<file path="src/design/wrsi_pkg.sv">
// Shared types and constants for the streaming Wilder RSI block.
// Payload structs, controller/datapath command and status, and fixed widths.
// No dependencies.
package wrsi_pkg;

  localparam int PRICE_BITS         = 32;
  localparam int FRACTION_BITS_DEF  = 16;
  localparam int CALC_BITS          = 64;
  localparam int PERIOD_BITS        = 8;
  localparam int INDEX_BITS         = 9;
  localparam int RSI_BITS           = 15;
  localparam int DATA_BITS          = 32;
  localparam int ADDR_BITS          = 3;
  localparam int PERIOD_RESET       = 14;

  localparam logic [RSI_BITS-1:0] RSI_FULL = 15'd25600;
  localparam logic [RSI_BITS-1:0] RSI_HALF = 15'd12800;

  // Register index, taken from paddr above the byte offset
  localparam logic [ADDR_BITS-3:0] REG_PERIOD = '0;

  typedef struct packed {
    logic [PRICE_BITS-1:0] close_price;
    logic                  series_start;
  } in_word_t;

  typedef struct packed {
    logic [RSI_BITS-1:0] rsi_value;
    logic                rsi_valid;
  } out_word_t;

  typedef enum logic [2:0] {
    ST_IDLE,
    ST_UPDATE,
    ST_DIV_GAIN,
    ST_DIV_LOSS,
    ST_RSI,
    ST_DIV_RSI,
    ST_EMIT
  } ctrl_state_t;

  typedef enum logic [1:0] {
    PH_START,
    PH_WARM,
    PH_SEED,
    PH_SMOOTH
  } phase_t;

  typedef enum logic [2:0] {
    DIV_SEED_GAIN,
    DIV_SEED_LOSS,
    DIV_SMOOTH_GAIN,
    DIV_SMOOTH_LOSS,
    DIV_RATIO
  } div_op_t;

  typedef enum logic [1:0] {
    RES_WARM,
    RES_HALF,
    RES_FULL,
    RES_QUOT
  } res_sel_t;

  typedef struct packed {
    logic     load;
    logic     clear_avg;
    logic     accum;
    logic     div_start;
    div_op_t  div_op;
    logic     wr_gain;
    logic     wr_loss;
    logic     res_wr;
    res_sel_t res_sel;
    logic     out_load;
  } ctrl_cmd_t;

  typedef struct packed {
    phase_t phase;
    logic   gain_zero;
    logic   loss_zero;
    logic   den_zero;
    logic   div_done;
  } dp_status_t;

endpackage

</file>
<file path="src/design/wrsi_ctrl.sv">
// Sequencer for the Wilder RSI block: walks each word through update and,
// past warm-up, the two average divisions and, if needed, the ratio division. Uses wrsi_pkg.
module wrsi_ctrl (
  input  logic                 clk,
  input  logic                 rst,
  input  logic                 in_valid,
  output logic                 in_ready,
  output logic                 out_valid,
  input  logic                 out_ready,
  input  wrsi_pkg::dp_status_t status,
  output wrsi_pkg::ctrl_cmd_t  cmd
);

  wrsi_pkg::ctrl_state_t state, state_next;

  always_ff @(posedge clk) begin
    if (rst) begin
      state     <= wrsi_pkg::ST_IDLE;
      out_valid <= 1'b0;
    end else begin
      state <= state_next;
      if (cmd.out_load) begin
        out_valid <= 1'b1;
      end else if (out_ready) begin
        out_valid <= 1'b0;
      end
    end
  end

  assign in_ready = (state == wrsi_pkg::ST_IDLE);

  always_comb begin
    state_next    = state;
    cmd           = '0;
    cmd.div_op    = wrsi_pkg::DIV_SEED_GAIN;
    cmd.res_sel   = wrsi_pkg::RES_WARM;
    unique case (state)
      wrsi_pkg::ST_IDLE: begin
        if (in_valid) begin
          cmd.load   = 1'b1;
          state_next = wrsi_pkg::ST_UPDATE;
        end
      end
      wrsi_pkg::ST_UPDATE: begin
        unique case (status.phase)
          wrsi_pkg::PH_START: begin
            cmd.clear_avg = 1'b1;
            cmd.res_wr    = 1'b1;
            state_next    = wrsi_pkg::ST_EMIT;
          end
          wrsi_pkg::PH_WARM: begin
            cmd.accum  = 1'b1;
            cmd.res_wr = 1'b1;
            state_next = wrsi_pkg::ST_EMIT;
          end
          wrsi_pkg::PH_SEED: begin
            cmd.div_start = 1'b1;
            cmd.div_op    = wrsi_pkg::DIV_SEED_GAIN;
            state_next    = wrsi_pkg::ST_DIV_GAIN;
          end
          wrsi_pkg::PH_SMOOTH: begin
            cmd.div_start = 1'b1;
            cmd.div_op    = wrsi_pkg::DIV_SMOOTH_GAIN;
            state_next    = wrsi_pkg::ST_DIV_GAIN;
          end
          default: begin
            state_next = wrsi_pkg::ST_IDLE;
          end
        endcase
      end
      wrsi_pkg::ST_DIV_GAIN: begin
        // loss division does not depend on the new gain average, so chain it
        if (status.div_done) begin
          cmd.wr_gain   = 1'b1;
          cmd.div_start = 1'b1;
          cmd.div_op    = (status.phase == wrsi_pkg::PH_SEED) ?
                          wrsi_pkg::DIV_SEED_LOSS : wrsi_pkg::DIV_SMOOTH_LOSS;
          state_next    = wrsi_pkg::ST_DIV_LOSS;
        end
      end
      wrsi_pkg::ST_DIV_LOSS: begin
        if (status.div_done) begin
          cmd.wr_loss = 1'b1;
          state_next  = wrsi_pkg::ST_RSI;
        end
      end
      wrsi_pkg::ST_RSI: begin
        cmd.res_wr = 1'b1;
        priority if (status.loss_zero) begin
          cmd.res_sel = status.gain_zero ? wrsi_pkg::RES_HALF : wrsi_pkg::RES_FULL;
          state_next  = wrsi_pkg::ST_EMIT;
        end else if (status.den_zero) begin
          cmd.res_sel = wrsi_pkg::RES_HALF;
          state_next  = wrsi_pkg::ST_EMIT;
        end else begin
          cmd.res_wr    = 1'b0;
          cmd.div_start = 1'b1;
          cmd.div_op    = wrsi_pkg::DIV_RATIO;
          state_next    = wrsi_pkg::ST_DIV_RSI;
        end
      end
      wrsi_pkg::ST_DIV_RSI: begin
        if (status.div_done) begin
          cmd.res_wr  = 1'b1;
          cmd.res_sel = wrsi_pkg::RES_QUOT;
          state_next  = wrsi_pkg::ST_EMIT;
        end
      end
      wrsi_pkg::ST_EMIT: begin
        // hold until the output register is free
        if (!out_valid || out_ready) begin
          cmd.out_load = 1'b1;
          state_next   = wrsi_pkg::ST_IDLE;
        end
      end
      default: begin
        state_next = wrsi_pkg::ST_IDLE;
      end
    endcase
  end

endmodule

</file>
<file path="src/design/wrsi_div.sv">
// Shared restoring divider, one quotient bit per cycle, 64-bit divisor.
// Dividend is scaled by 2^FRACTION_BITS in long mode. Uses wrsi_pkg.
module wrsi_div #(
  parameter int FRACTION_BITS = wrsi_pkg::FRACTION_BITS_DEF
) (
  input  logic                           clk,
  input  logic                           rst,
  input  logic                           start,
  input  logic                           long_mode,
  input  logic [wrsi_pkg::CALC_BITS-1:0] dividend,
  input  logic [wrsi_pkg::CALC_BITS-1:0] divisor,
  output logic [wrsi_pkg::CALC_BITS-1:0] quotient,
  output logic                           done
);

  localparam int DW = wrsi_pkg::CALC_BITS + FRACTION_BITS;
  localparam int CW = $clog2(DW + 1);

  logic [wrsi_pkg::CALC_BITS-1:0] rem;
  logic [wrsi_pkg::CALC_BITS-1:0] dvs;
  logic [DW-1:0]                  quo;
  logic [CW-1:0]                  cnt;
  logic                           busy;

  logic [wrsi_pkg::CALC_BITS:0]   trial;
  logic [wrsi_pkg::CALC_BITS:0]   diff;
  logic                           fits;

  always_comb begin
    trial = {rem, quo[DW-1]};
    diff  = trial - {1'b0, dvs};
    fits  = (trial >= {1'b0, dvs});
  end

  always_ff @(posedge clk) begin
    if (rst) begin
      busy <= 1'b0;
      done <= 1'b0;
      cnt  <= '0;
    end else begin
      done <= 1'b0;
      if (start) begin
        busy <= 1'b1;
        // short mode runs only over the upper CALC_BITS of the shift register
        cnt  <= long_mode ? CW'(DW) : CW'(wrsi_pkg::CALC_BITS);
      end else if (busy) begin
        cnt <= cnt - 1'b1;
        if (cnt == CW'(1)) begin
          busy <= 1'b0;
          done <= 1'b1;
        end
      end
    end
  end

  always_ff @(posedge clk) begin
    if (start) begin
      rem <= '0;
      dvs <= divisor;
      quo <= {dividend, {FRACTION_BITS{1'b0}}};
    end else if (busy) begin
      rem <= fits ? diff[wrsi_pkg::CALC_BITS-1:0] : trial[wrsi_pkg::CALC_BITS-1:0];
      quo <= {quo[DW-2:0], fits};
    end
  end

  assign quotient = quo[wrsi_pkg::CALC_BITS-1:0];

endmodule

</file>
<file path="src/design/wrsi_dp.sv">
// Datapath for the Wilder RSI block: price change, averages, operand
// selection for the shared divider and the result registers. Uses wrsi_pkg, wrsi_div.
module wrsi_dp #(
  parameter int FRACTION_BITS = wrsi_pkg::FRACTION_BITS_DEF
) (
  input  logic                             clk,
  input  logic                             rst,
  input  wrsi_pkg::ctrl_cmd_t              cmd,
  output wrsi_pkg::dp_status_t             status,
  input  wrsi_pkg::in_word_t               in_data,
  input  logic [wrsi_pkg::PERIOD_BITS-1:0] period,
  output wrsi_pkg::out_word_t              out_data
);

  localparam int CB = wrsi_pkg::CALC_BITS;
  localparam int PB = wrsi_pkg::PRICE_BITS;
  localparam int IB = wrsi_pkg::INDEX_BITS;
  localparam int RB = wrsi_pkg::RSI_BITS;

  logic [PB-1:0]                    previous_close;
  logic [IB-1:0]                    item_index;
  logic [IB-1:0]                    cur_index;
  logic [wrsi_pkg::PERIOD_BITS-1:0] p_r;
  logic [PB-1:0]                    gain_r;
  logic [PB-1:0]                    loss_r;
  logic [CB-1:0]                    average_gain;
  logic [CB-1:0]                    average_loss;
  logic [RB-1:0]                    res_value;
  logic                             res_valid;

  logic [wrsi_pkg::PERIOD_BITS-1:0] p_eff;
  logic [IB-1:0]                    idx;
  logic [IB-1:0]                    idx_inc;
  logic [IB-1:0]                    p_inc;
  logic [IB-1:0]                    p_ext;
  logic                             rising;

  logic [CB-1:0] gain_ext;
  logic [CB-1:0] loss_ext;
  logic [CB-1:0] pm1_ext;
  logic [CB-1:0] den;
  logic [CB-1:0] scaled_gain;

  logic          div_long;
  logic [CB-1:0] div_dividend;
  logic [CB-1:0] div_divisor;
  logic [CB-1:0] div_quotient;
  logic          div_done;

  // Input side
  always_comb begin
    p_eff   = (period == '0) ? wrsi_pkg::PERIOD_BITS'(1) : period;
    idx     = in_data.series_start ? '0 : item_index;
    idx_inc = idx + 1'b1;
    p_inc   = IB'(p_eff) + 1'b1;
    rising  = (in_data.close_price >= previous_close);
  end

  always_ff @(posedge clk) begin
    if (rst) begin
      item_index <= '0;
    end else if (cmd.load) begin
      item_index <= (idx_inc > p_inc) ? p_inc : idx_inc;
    end
  end

  always_ff @(posedge clk) begin
    if (cmd.load) begin
      previous_close <= in_data.close_price;
      cur_index      <= idx;
      p_r            <= p_eff;
      gain_r         <= rising ? (in_data.close_price - previous_close) : '0;
      loss_r         <= rising ? '0 : (previous_close - in_data.close_price);
    end
  end

  // Averages
  always_comb begin
    gain_ext    = CB'(gain_r);
    loss_ext    = CB'(loss_r);
    pm1_ext     = CB'(p_r - 1'b1);
    den         = average_gain + average_loss;
    // 25600 = 2^14 + 2^13 + 2^10
    scaled_gain = (average_gain << 14) + (average_gain << 13) + (average_gain << 10);
  end

  always_ff @(posedge clk) begin
    if (cmd.clear_avg) begin
      average_gain <= '0;
      average_loss <= '0;
    end else if (cmd.accum) begin
      average_gain <= average_gain + gain_ext;
      average_loss <= average_loss + loss_ext;
    end else begin
      if (cmd.wr_gain) begin
        average_gain <= div_quotient;
      end
      if (cmd.wr_loss) begin
        average_loss <= div_quotient;
      end
    end
  end

  // Divider operands
  always_comb begin
    div_long     = 1'b0;
    div_dividend = '0;
    div_divisor  = CB'(p_r);
    unique case (cmd.div_op)
      wrsi_pkg::DIV_SEED_GAIN: begin
        div_long     = 1'b1;
        div_dividend = average_gain + gain_ext;
      end
      wrsi_pkg::DIV_SEED_LOSS: begin
        div_long     = 1'b1;
        div_dividend = average_loss + loss_ext;
      end
      wrsi_pkg::DIV_SMOOTH_GAIN: begin
        div_dividend = CB'(average_gain * pm1_ext) + (gain_ext << FRACTION_BITS);
      end
      wrsi_pkg::DIV_SMOOTH_LOSS: begin
        div_dividend = CB'(average_loss * pm1_ext) + (loss_ext << FRACTION_BITS);
      end
      wrsi_pkg::DIV_RATIO: begin
        div_dividend = scaled_gain;
        div_divisor  = den;
      end
      default: begin
        div_dividend = '0;
      end
    endcase
  end

  wrsi_div #(
    .FRACTION_BITS(FRACTION_BITS)
  ) u_div (
    .clk      (clk),
    .rst      (rst),
    .start    (cmd.div_start),
    .long_mode(div_long),
    .dividend (div_dividend),
    .divisor  (div_divisor),
    .quotient (div_quotient),
    .done     (div_done)
  );

  // Status
  always_comb begin
    p_ext = IB'(p_r);
    priority if (cur_index == '0) begin
      status.phase = wrsi_pkg::PH_START;
    end else if (cur_index < p_ext) begin
      status.phase = wrsi_pkg::PH_WARM;
    end else if (cur_index == p_ext) begin
      status.phase = wrsi_pkg::PH_SEED;
    end else begin
      status.phase = wrsi_pkg::PH_SMOOTH;
    end
    status.gain_zero = (average_gain == '0);
    status.loss_zero = (average_loss == '0);
    status.den_zero  = (den == '0);
    status.div_done  = div_done;
  end

  // Result and output word
  always_ff @(posedge clk) begin
    if (cmd.res_wr) begin
      unique case (cmd.res_sel)
        wrsi_pkg::RES_WARM: begin
          res_value <= '0;
          res_valid <= 1'b0;
        end
        wrsi_pkg::RES_HALF: begin
          res_value <= wrsi_pkg::RSI_HALF;
          res_valid <= 1'b1;
        end
        wrsi_pkg::RES_FULL: begin
          res_value <= wrsi_pkg::RSI_FULL;
          res_valid <= 1'b1;
        end
        wrsi_pkg::RES_QUOT: begin
          res_value <= div_quotient[RB-1:0];
          res_valid <= 1'b1;
        end
        default: begin
          res_value <= '0;
          res_valid <= 1'b0;
        end
      endcase
    end
    if (cmd.out_load) begin
      out_data.rsi_value <= res_value;
      out_data.rsi_valid <= res_valid;
    end
  end

endmodule

</file>
<file path="src/design/wilder_rsi_streaming.sv">
// Streaming Wilder RSI, one word in flight at a time. Words that close the seed window
// or follow it take the two average divisions and the ratio division, which is
// skipped when a zero average decides the result. The shared one-bit-per-cycle
// divider sets the time per word; output stalls add to it.
// Reset (rst, synchronous): period returns to 14, index to zero, no word pending.
module wilder_rsi_streaming #(
  parameter int FRACTION_BITS = wrsi_pkg::FRACTION_BITS_DEF
) (
  input  logic                           clk,
  input  logic                           rst,
  input  logic                           in_valid,
  output logic                           in_ready,
  input  wrsi_pkg::in_word_t             in_data,
  output logic                           out_valid,
  input  logic                           out_ready,
  output wrsi_pkg::out_word_t            out_data,
  input  logic                           psel,
  input  logic                           penable,
  input  logic                           pwrite,
  input  logic [wrsi_pkg::ADDR_BITS-1:0] paddr,
  input  logic [wrsi_pkg::DATA_BITS-1:0] pwdata,
  output logic [wrsi_pkg::DATA_BITS-1:0] prdata,
  output logic                           pready
);

  logic [wrsi_pkg::PERIOD_BITS-1:0] period;
  logic                             reg_hit;
  wrsi_pkg::ctrl_cmd_t              cmd;
  wrsi_pkg::dp_status_t             status;

  assign pready  = 1'b1;
  assign reg_hit = (paddr[wrsi_pkg::ADDR_BITS-1:2] == wrsi_pkg::REG_PERIOD);

  always_ff @(posedge clk) begin
    if (rst) begin
      period <= wrsi_pkg::PERIOD_BITS'(wrsi_pkg::PERIOD_RESET);
    end else if (psel && penable && pwrite && pready && reg_hit) begin
      period <= pwdata[wrsi_pkg::PERIOD_BITS-1:0];
    end
  end

  assign prdata = reg_hit ? wrsi_pkg::DATA_BITS'(period) : '0;

  wrsi_ctrl u_ctrl (
    .clk      (clk),
    .rst      (rst),
    .in_valid (in_valid),
    .in_ready (in_ready),
    .out_valid(out_valid),
    .out_ready(out_ready),
    .status   (status),
    .cmd      (cmd)
  );

  wrsi_dp #(
    .FRACTION_BITS(FRACTION_BITS)
  ) u_dp (
    .clk     (clk),
    .rst     (rst),
    .cmd     (cmd),
    .status  (status),
    .in_data (in_data),
    .period  (period),
    .out_data(out_data)
  );

endmodule

</file>
<file path="config.mk">
export PLATFORM = sky130hd
export DESIGN_NAME = wilder_rsi_streaming
export DESIGN_NICKNAME = d
export VERILOG_FILES = /design/src/design/wrsi_pkg.sv /design/src/design/wrsi_ctrl.sv /design/src/design/wrsi_div.sv /design/src/design/wrsi_dp.sv /design/src/design/wilder_rsi_streaming.sv
export SDC_FILE = /design/constraint.sdc
export NUM_CORES = 2
export LEC_CHECK = 0
export BUFFER_PORTS_ARGS = -buffer_cell sky130_fd_sc_hd__buf_2
export CORE_ASPECT_RATIO = 0.6
export CORE_MARGIN = 3
export CORE_UTILIZATION = 40
export DETAILED_ROUTE_END_ITERATION = 16
export GPL_TIMING_DRIVEN = 0
export SYNTH_ARGS = -nofsm -noshare
export SYNTH_HDL_FRONTEND = slang
export SYNTH_SLANG_ARGS = --single-unit
export TNS_END_PERCENT = 1
</file>
<file path="constraint.sdc">
create_clock -name clk -period 14.2 [get_ports clk]
set_input_delay 0.71 -clock clk [delete_from_list [all_inputs] [get_ports clk]]
set_output_delay 0.71 -clock clk [all_outputs]
set_load 0.01 [all_outputs]
</file>
Yosys cells after proc, flatten, opt, wreduce, memory -nomap -nowiden:

Cells that the tools add are included.

* word-level logic and storage cells: 154
* input port bits: 75
* register bits after elaboration: 511
* output and inout port bits: 51

* reduce and logical (&&, ||, !) cells: 24
* multiply operators: 2
* equal/unequal tests: 23
* bitwise operators: 2
* $lt $le $gt $ge: 4
* mux-type cells: 62
* add/sub/neg operators: 14

Operators with widths (count)
* $mux W64: 5
* $pmux W64 S5: 1
* $add A64 B64 Y64: 3
* $logic_not A64 Y1: 3
* $mux W80: 2
* $add A64 B32 Y64: 2
* $add A64 B48 Y64: 2
* $mul A64 B64 Y64: 2
* $ge A65 B64 Y1: 1
* $sub A32 B32 Y32: 2
* $sub A64 B64 Y64: 1
* $pmux W15 S4: 1
* $ge A32 B32 Y1: 1
* $mux W8: 3
* $mux W1: 21
* $pmux W3 S7: 1
* $mux W3: 6
* $mux W9: 2
* $mux W2: 8
* $mux W7: 2
* $eq A3 B2 Y1 const B: 4
* $eq A3 B3 Y1 const B: 4
* $pmux W4 S3: 1
* $mux W5: 2
* 31 further kinds: 51

Depth between registers and ports, before layout:

* word-level depth: 13
* depth in mapped cells: 46
* gate-level depth less buffers: 39

By module:

A second synthesis with hierarchy kept.

* cells, all modules: 9241
* area, all modules: 77885.9 µm²

By module, submodules not included
* wrsi_dp: cells an instance 7693, area an instance 63798.7 µm², seq. area each 7096.8 µm², instances 1
* wrsi_div: cells an instance 1409, area an instance 13002.5 µm², seq. area each 5625.4 µm², instances 1
* wilder_rsi_streaming: cells an instance 70, area an instance 615.6 µm², seq. area each 160.2 µm², instances 1
* wrsi_ctrl: cells an instance 69, area an instance 469.2 µm², seq. area each 80.1 µm², instances 1

Worst setup path before layout:

No wires, ideal clock.

* path kind: reg-to-reg
* from: register u_dp.p_r[0] (netlist name)
* to: register u_dp.u_div.quo[78] (data pin)
* slack: 3216 ps
* required time: 13930 ps
* cell stages (with the launch flop): 41
* clock period less this slack: 10984 ps
* setup time: 270 ps
* data arrival time: 10714 ps
* buffers on the path: 6
* path through: edfxtp_1 -> clkbuf_1 -> clkinv_1 -> clkbuf_1 -> ha_1 -> and4_1 -> clkbuf_1 -> clkbuf_1 -> buf_1 -> buf_1 -> nand2_1 -> inv_1 -> fa_1 -> inv_1 -> fa_1 -> inv_1 -> fa_1 -> inv_1 -> [... 5 more ...] -> fa_1 -> inv_1 -> fa_1 -> fa_1 -> fa_1 -> ha_1 -> nand2_1 -> o21ai_0 -> or4_1 -> a221oi_1 -> nand2_1 -> o31a_1 -> a31oi_1 -> o21ai_0 -> a221oi_1 -> xnor2_1 -> a221oi_1 -> a31oi_1

* word-level cells in the longest chain between the ends: 11

Ends and longest elaborated chain
* start: declaration: line wrsi_dp.sv:23 `logic [wrsi_pkg::PERIOD_BITS-1:0] p_r;`
* start signal: assignment: line wrsi_dp.sv:71 `p_r <= p_eff;`
* branches (longest 10 deep; another with $mul A64 B64 Y64)
* $mux W80 (*): line wrsi_div.sv:57 `if (start) begin`
* end signal: assignment: line wrsi_div.sv:60 `quo <= {dividend, {FRACTION_BITS{1'b0}}};`
* end signal: assignment: line wrsi_div.sv:63 `quo <= {quo[DW-2:0], fits};`
* end: declaration: line wrsi_div.sv:21 `logic [DW-1:0] quo;`

Every way passes the cells marked *.
A chain may end at the register's enable or synchronous reset.

Final worst setup path:

* from: register u_dp.p_r[0] (netlist name)
* to: register u_dp.u_div.quo[62] (data pin)

The elaborated chain is that of the path after synthesis.

==> out/results.tsv <==
stage	metric	value	unit
cts	clk_latency	0.76	ns
detailed_routing	drc	0	
global_routing	grt_usage	41.8	%
global_routing	grt_pass1_vias	99227	
status	outcome	finished with violations	
yosys	synth.avg_cell_area	9.08	um2
yosys	post_synth_num_cell_types	104	
yosys	ys.flop_type	edfxtp_1	
cts	cts-root-buf	clkbuf_16	
cells_and_area	multi_input_area	96200	um2
min_path	min_from	in_data[23]	
job	maxCapViolations	28	
place	io_buffer_count	74	
yosys	synth_top_cells_by_count	3067 x inv_1, 2442 x fa_1, 1008 x nand2_1	
yosys	synth_cells	13492	
yosys	synth_edf_count	273	
sta	slew_headroom	-18.0	%
setup_path	crit_path_max_fanout	10	
global_routing	grt_first_pass_wirelength	888	mm
detailed_routing	drtAntennaViolNets	0	
place	placed_cell_area	129000	um2
sta	layout_setup_ws	-0.278	ns
yosys	yosysWarnings	0	
sta	period_share	102	%
global_routing	overflow	0	
die	std_cell_rows	156	
cells_and_area	area_growth	7.14	%
sta	fin_skew	0.0640	ns
setup_path	reg2reg_slack	-0.28	ns
die	die_y	435	um
detailed_routing	routed_wl	663	mm
setup_path	path_delay_family	adder cells	
setup_path	cp.required	14.68	ns
cts	cts_tree	done	
detailed_routing	drtIter0Drc	16295	
detailed_routing	dr.pass1.iters	6	
cells_and_area	drive_gt1_share	3.42	%
setup_path	cp_num_buf_inv	11	
cts	clock_path_buffers	3	
place	finalWeightedCongestion	1.13	
yosys	synth_top_area_share	39.9	%
sta	hold_viol	0	
detailed_routing	vias	104849	
setup_path	cp.arrival	14.96	ns
sta	rsz0062_at_grt	true	
cts	cts.hold.buffers_added	0	
sta	clock.fmax	0.0691	GHz
setup_path	cpMostUsedCell	fa_1	
setup_path	startpoint_type	flop	
yosys	ys_seq_area_share	10.6	%
die	die_w	721	um
setup_path	worstSetupPathType	flop to flop	
cts	htreeDepth	2	
sta	slew_violations	167	
yosys	synth-seq-cells	511	
min_path	whs_path_depth	1	
global_routing	grt_max_degree	64	
sta	setup_violations	11	
setup_path	worstSetupEndpointType	flop	
min_path	hold_end	u_dp.previous_close[22]$_DFFE_PP_	
cts	cts_buffers	55	
status	violations	max-capacitance violations, max-slew violations, negative setup slack	
cts	cts.clk_slew.worst_paths	0.08	ns
yosys	synthTopCellsByArea	fa_1 40%, ha_1 10%, inv_1 9.4%, edfxtp_1 6.7%, dfxtp_1 3.9%	
setup_path	r2r_cells	37	
setup_path	slowest_stage	fa_1	
die	dieArea	313000	um2
cts	cts.sinks	511	
cells_and_area	design_area	131000	um2
detailed_routing	vias_per_cell	5.89	
sta	tightest_slew	1.76	ns
sta	period_needed	14.48	ns
die	initial_core_util	40.5	%
cells_and_area	seq_area	13000	um2
place	dp_hpwl	584	mm
yosys	synth_most_common_cell	inv_1	
setup_path	r2r-end	u_dp.u_div.quo[62]$_DFFE_PP_	
detailed_routing	avgRoutedWirePerCell	37.2	um
yosys	synth_area	123000	um2
die	core-area	303000	um2
cells_and_area	fillers	30395	
yosys	async_flop_share	0	%
cells_and_area	nNetsFinal	17189	
setup_path	cpPeakStageDelay	0.78	ns
setup_path	timing.rr.start	u_dp.p_r[0]$_DFFE_PP_	
yosys	synth_top_cell_by_area	fa_1	
min_path	hp-class	primary input to flop	
global_routing	antenna_found_initial	84	
die	num_io_pins	126	
[per-layer routing]
layer / track usage, % / vias up / routed length (um)
met5: 0 / - / 521
met4: 12.4 / 48 / 25000
met3: 24.4 / 877 / 116000
met2: 48.3 / 7382 / 224000
met1: 62.8 / 53780 / 297000
li1: - / 42762 / -
[state kept, by name, indices dropped and copies added (netlist names)]
signal / flops
u_dp.gain_r: 32
u_dp.u_div.dvs: 64
u_dp.cur_index: 9
u_dp.loss_r: 32
u_dp.u_div.quo: 80
u_dp.u_div.cnt: 7
u_ctrl.state: 3
u_dp.average_gain: 64
u_dp.average_loss: 64
u_dp.p_r: 8
u_ctrl.out_valid: 1
u_dp.res_valid: 1
u_dp.u_div.done: 1
u_dp.u_div.rem: 64
u_dp.out_data: 16
period: 8
u_dp.res_value: 15
u_dp.item_index: 9
u_dp.previous_close: 32
u_dp.u_div.busy: 1
[area by class of cell]
cell class | count | area share (%)
well taps | 4029 | 3.84
inverters | 3072 | 8.79
clock inverters | 41 | 0.397
diodes | 49 | 0.0934
repair buffers | 111 | 0.740
clock buffers | 63 | 1.13
flip-flops and latches | 511 | 9.88
plain buffers | 570 | 1.88
multi-input cells | 9361 | 73.2
[how the worst max path moves through the flow]
stage	startpoint	to	depth (start not counted)
final	u_dp.p_r[0]$_DFFE_PP_	u_dp.u_div.quo[62]$_DFFE_PP_	37
after CTS	u_dp.p_r[0]$_DFFE_PP_	u_dp.u_div.quo[76]$_DFFE_PP_	40
after global placement	u_dp.p_r[0]$_DFFE_PP_	u_dp.u_div.quo[77]$_DFFE_PP_	39
after floorplan	u_dp.p_r[0]$_DFFE_PP_	u_dp.u_div.quo[78]$_DFFE_PP_	40
after global routing	u_dp.p_r[0]$_DFFE_PP_	u_dp.u_div.quo[62]$_DFFE_PP_	37
after detailed placement	u_dp.p_r[0]$_DFFE_PP_	u_dp.u_div.quo[77]$_DFFE_PP_	39
[stage by stage]
stage | hold WS [ns] | std cells | setup slack, ns | setup TNS (ns) | util [%]
finish | 0.161 | 17807 | -0.278 | -1.45 | 43.3
global route | 0.170 | 17760 | -0.0888 | -0.140 | 43.3
CTS | 0.150 | 17756 | -0.0588 | -0.0588 | 43.2
floorplan | 0.400 | 13515 | 3.22 | 0 | -
global placement | 0.402 | 17618 | -5.75 | -204.42 | 42.3
detailed placement | 0.405 | 17651 | -3.88 | -120.29 | 42.5
[logic make-up (layout without fill, tap and decap cells)]
group,Yosys count,count (layout),synth area share (%)
buf+inv,3643,3857,11.3
fa+ha+maj,3432,3432,50.0
simple gates,3093,3093,12.0
compound gates,2147,2147,11.3
xor+xnor,596,596,4.26
flops,511,511,10.6
mux,68,68,0.559
other cells,2,74,0.00613
[cells in the final DEF (no fill, tap or decap), types with 25 or more instances in the layout]
master     netlist  final
diode_2          0     49
xor2_1         188    186
buf_4           35     48
ha_1           990    989
a311oi_1        81     77
o211ai_1        44     44
and4_1          25     25
nor2b_1        307    306
o21ai_1         20     27
dfxtp_1        238    225
edfxtp_1       273    273
mux2i_1         64     64
o22ai_1         38     37
and2_1         130    130
nor4_1          47     45
and3_1          99     99
inv_1         3067   3061
clkbuf_16        0     58
nand4_1        102    102
or3_1           30     30
nand3_1        130    130
a31oi_1         55     54
o21a_1          65     65
a21o_1         259    259
o21bai_1        69     69
xnor2_1        408    397
a221oi_1        51     47
nor3_1         143    142
a22oi_1         32     32
a21oi_1        646    641
o21ai_0        434    427
fa_1          2442   2440
nor2_1         807    798
clkbuf_2         1     27
conb_1           2     25
clkbuf_1       472    438
nand2b_1       187    186
nand2_1       1008   1002
buf_2           30    109
a211oi_1       101     99
[repair_timing]
action                     CTS  global route
pin swaps                    2             2
setup endpoints to repair   49            30
setup buffers                1             1
gates resized for setup     60            44
Power is not shown: default switching activity piles up to over one toggle a cycle in this logic, so the estimate is an artifact.
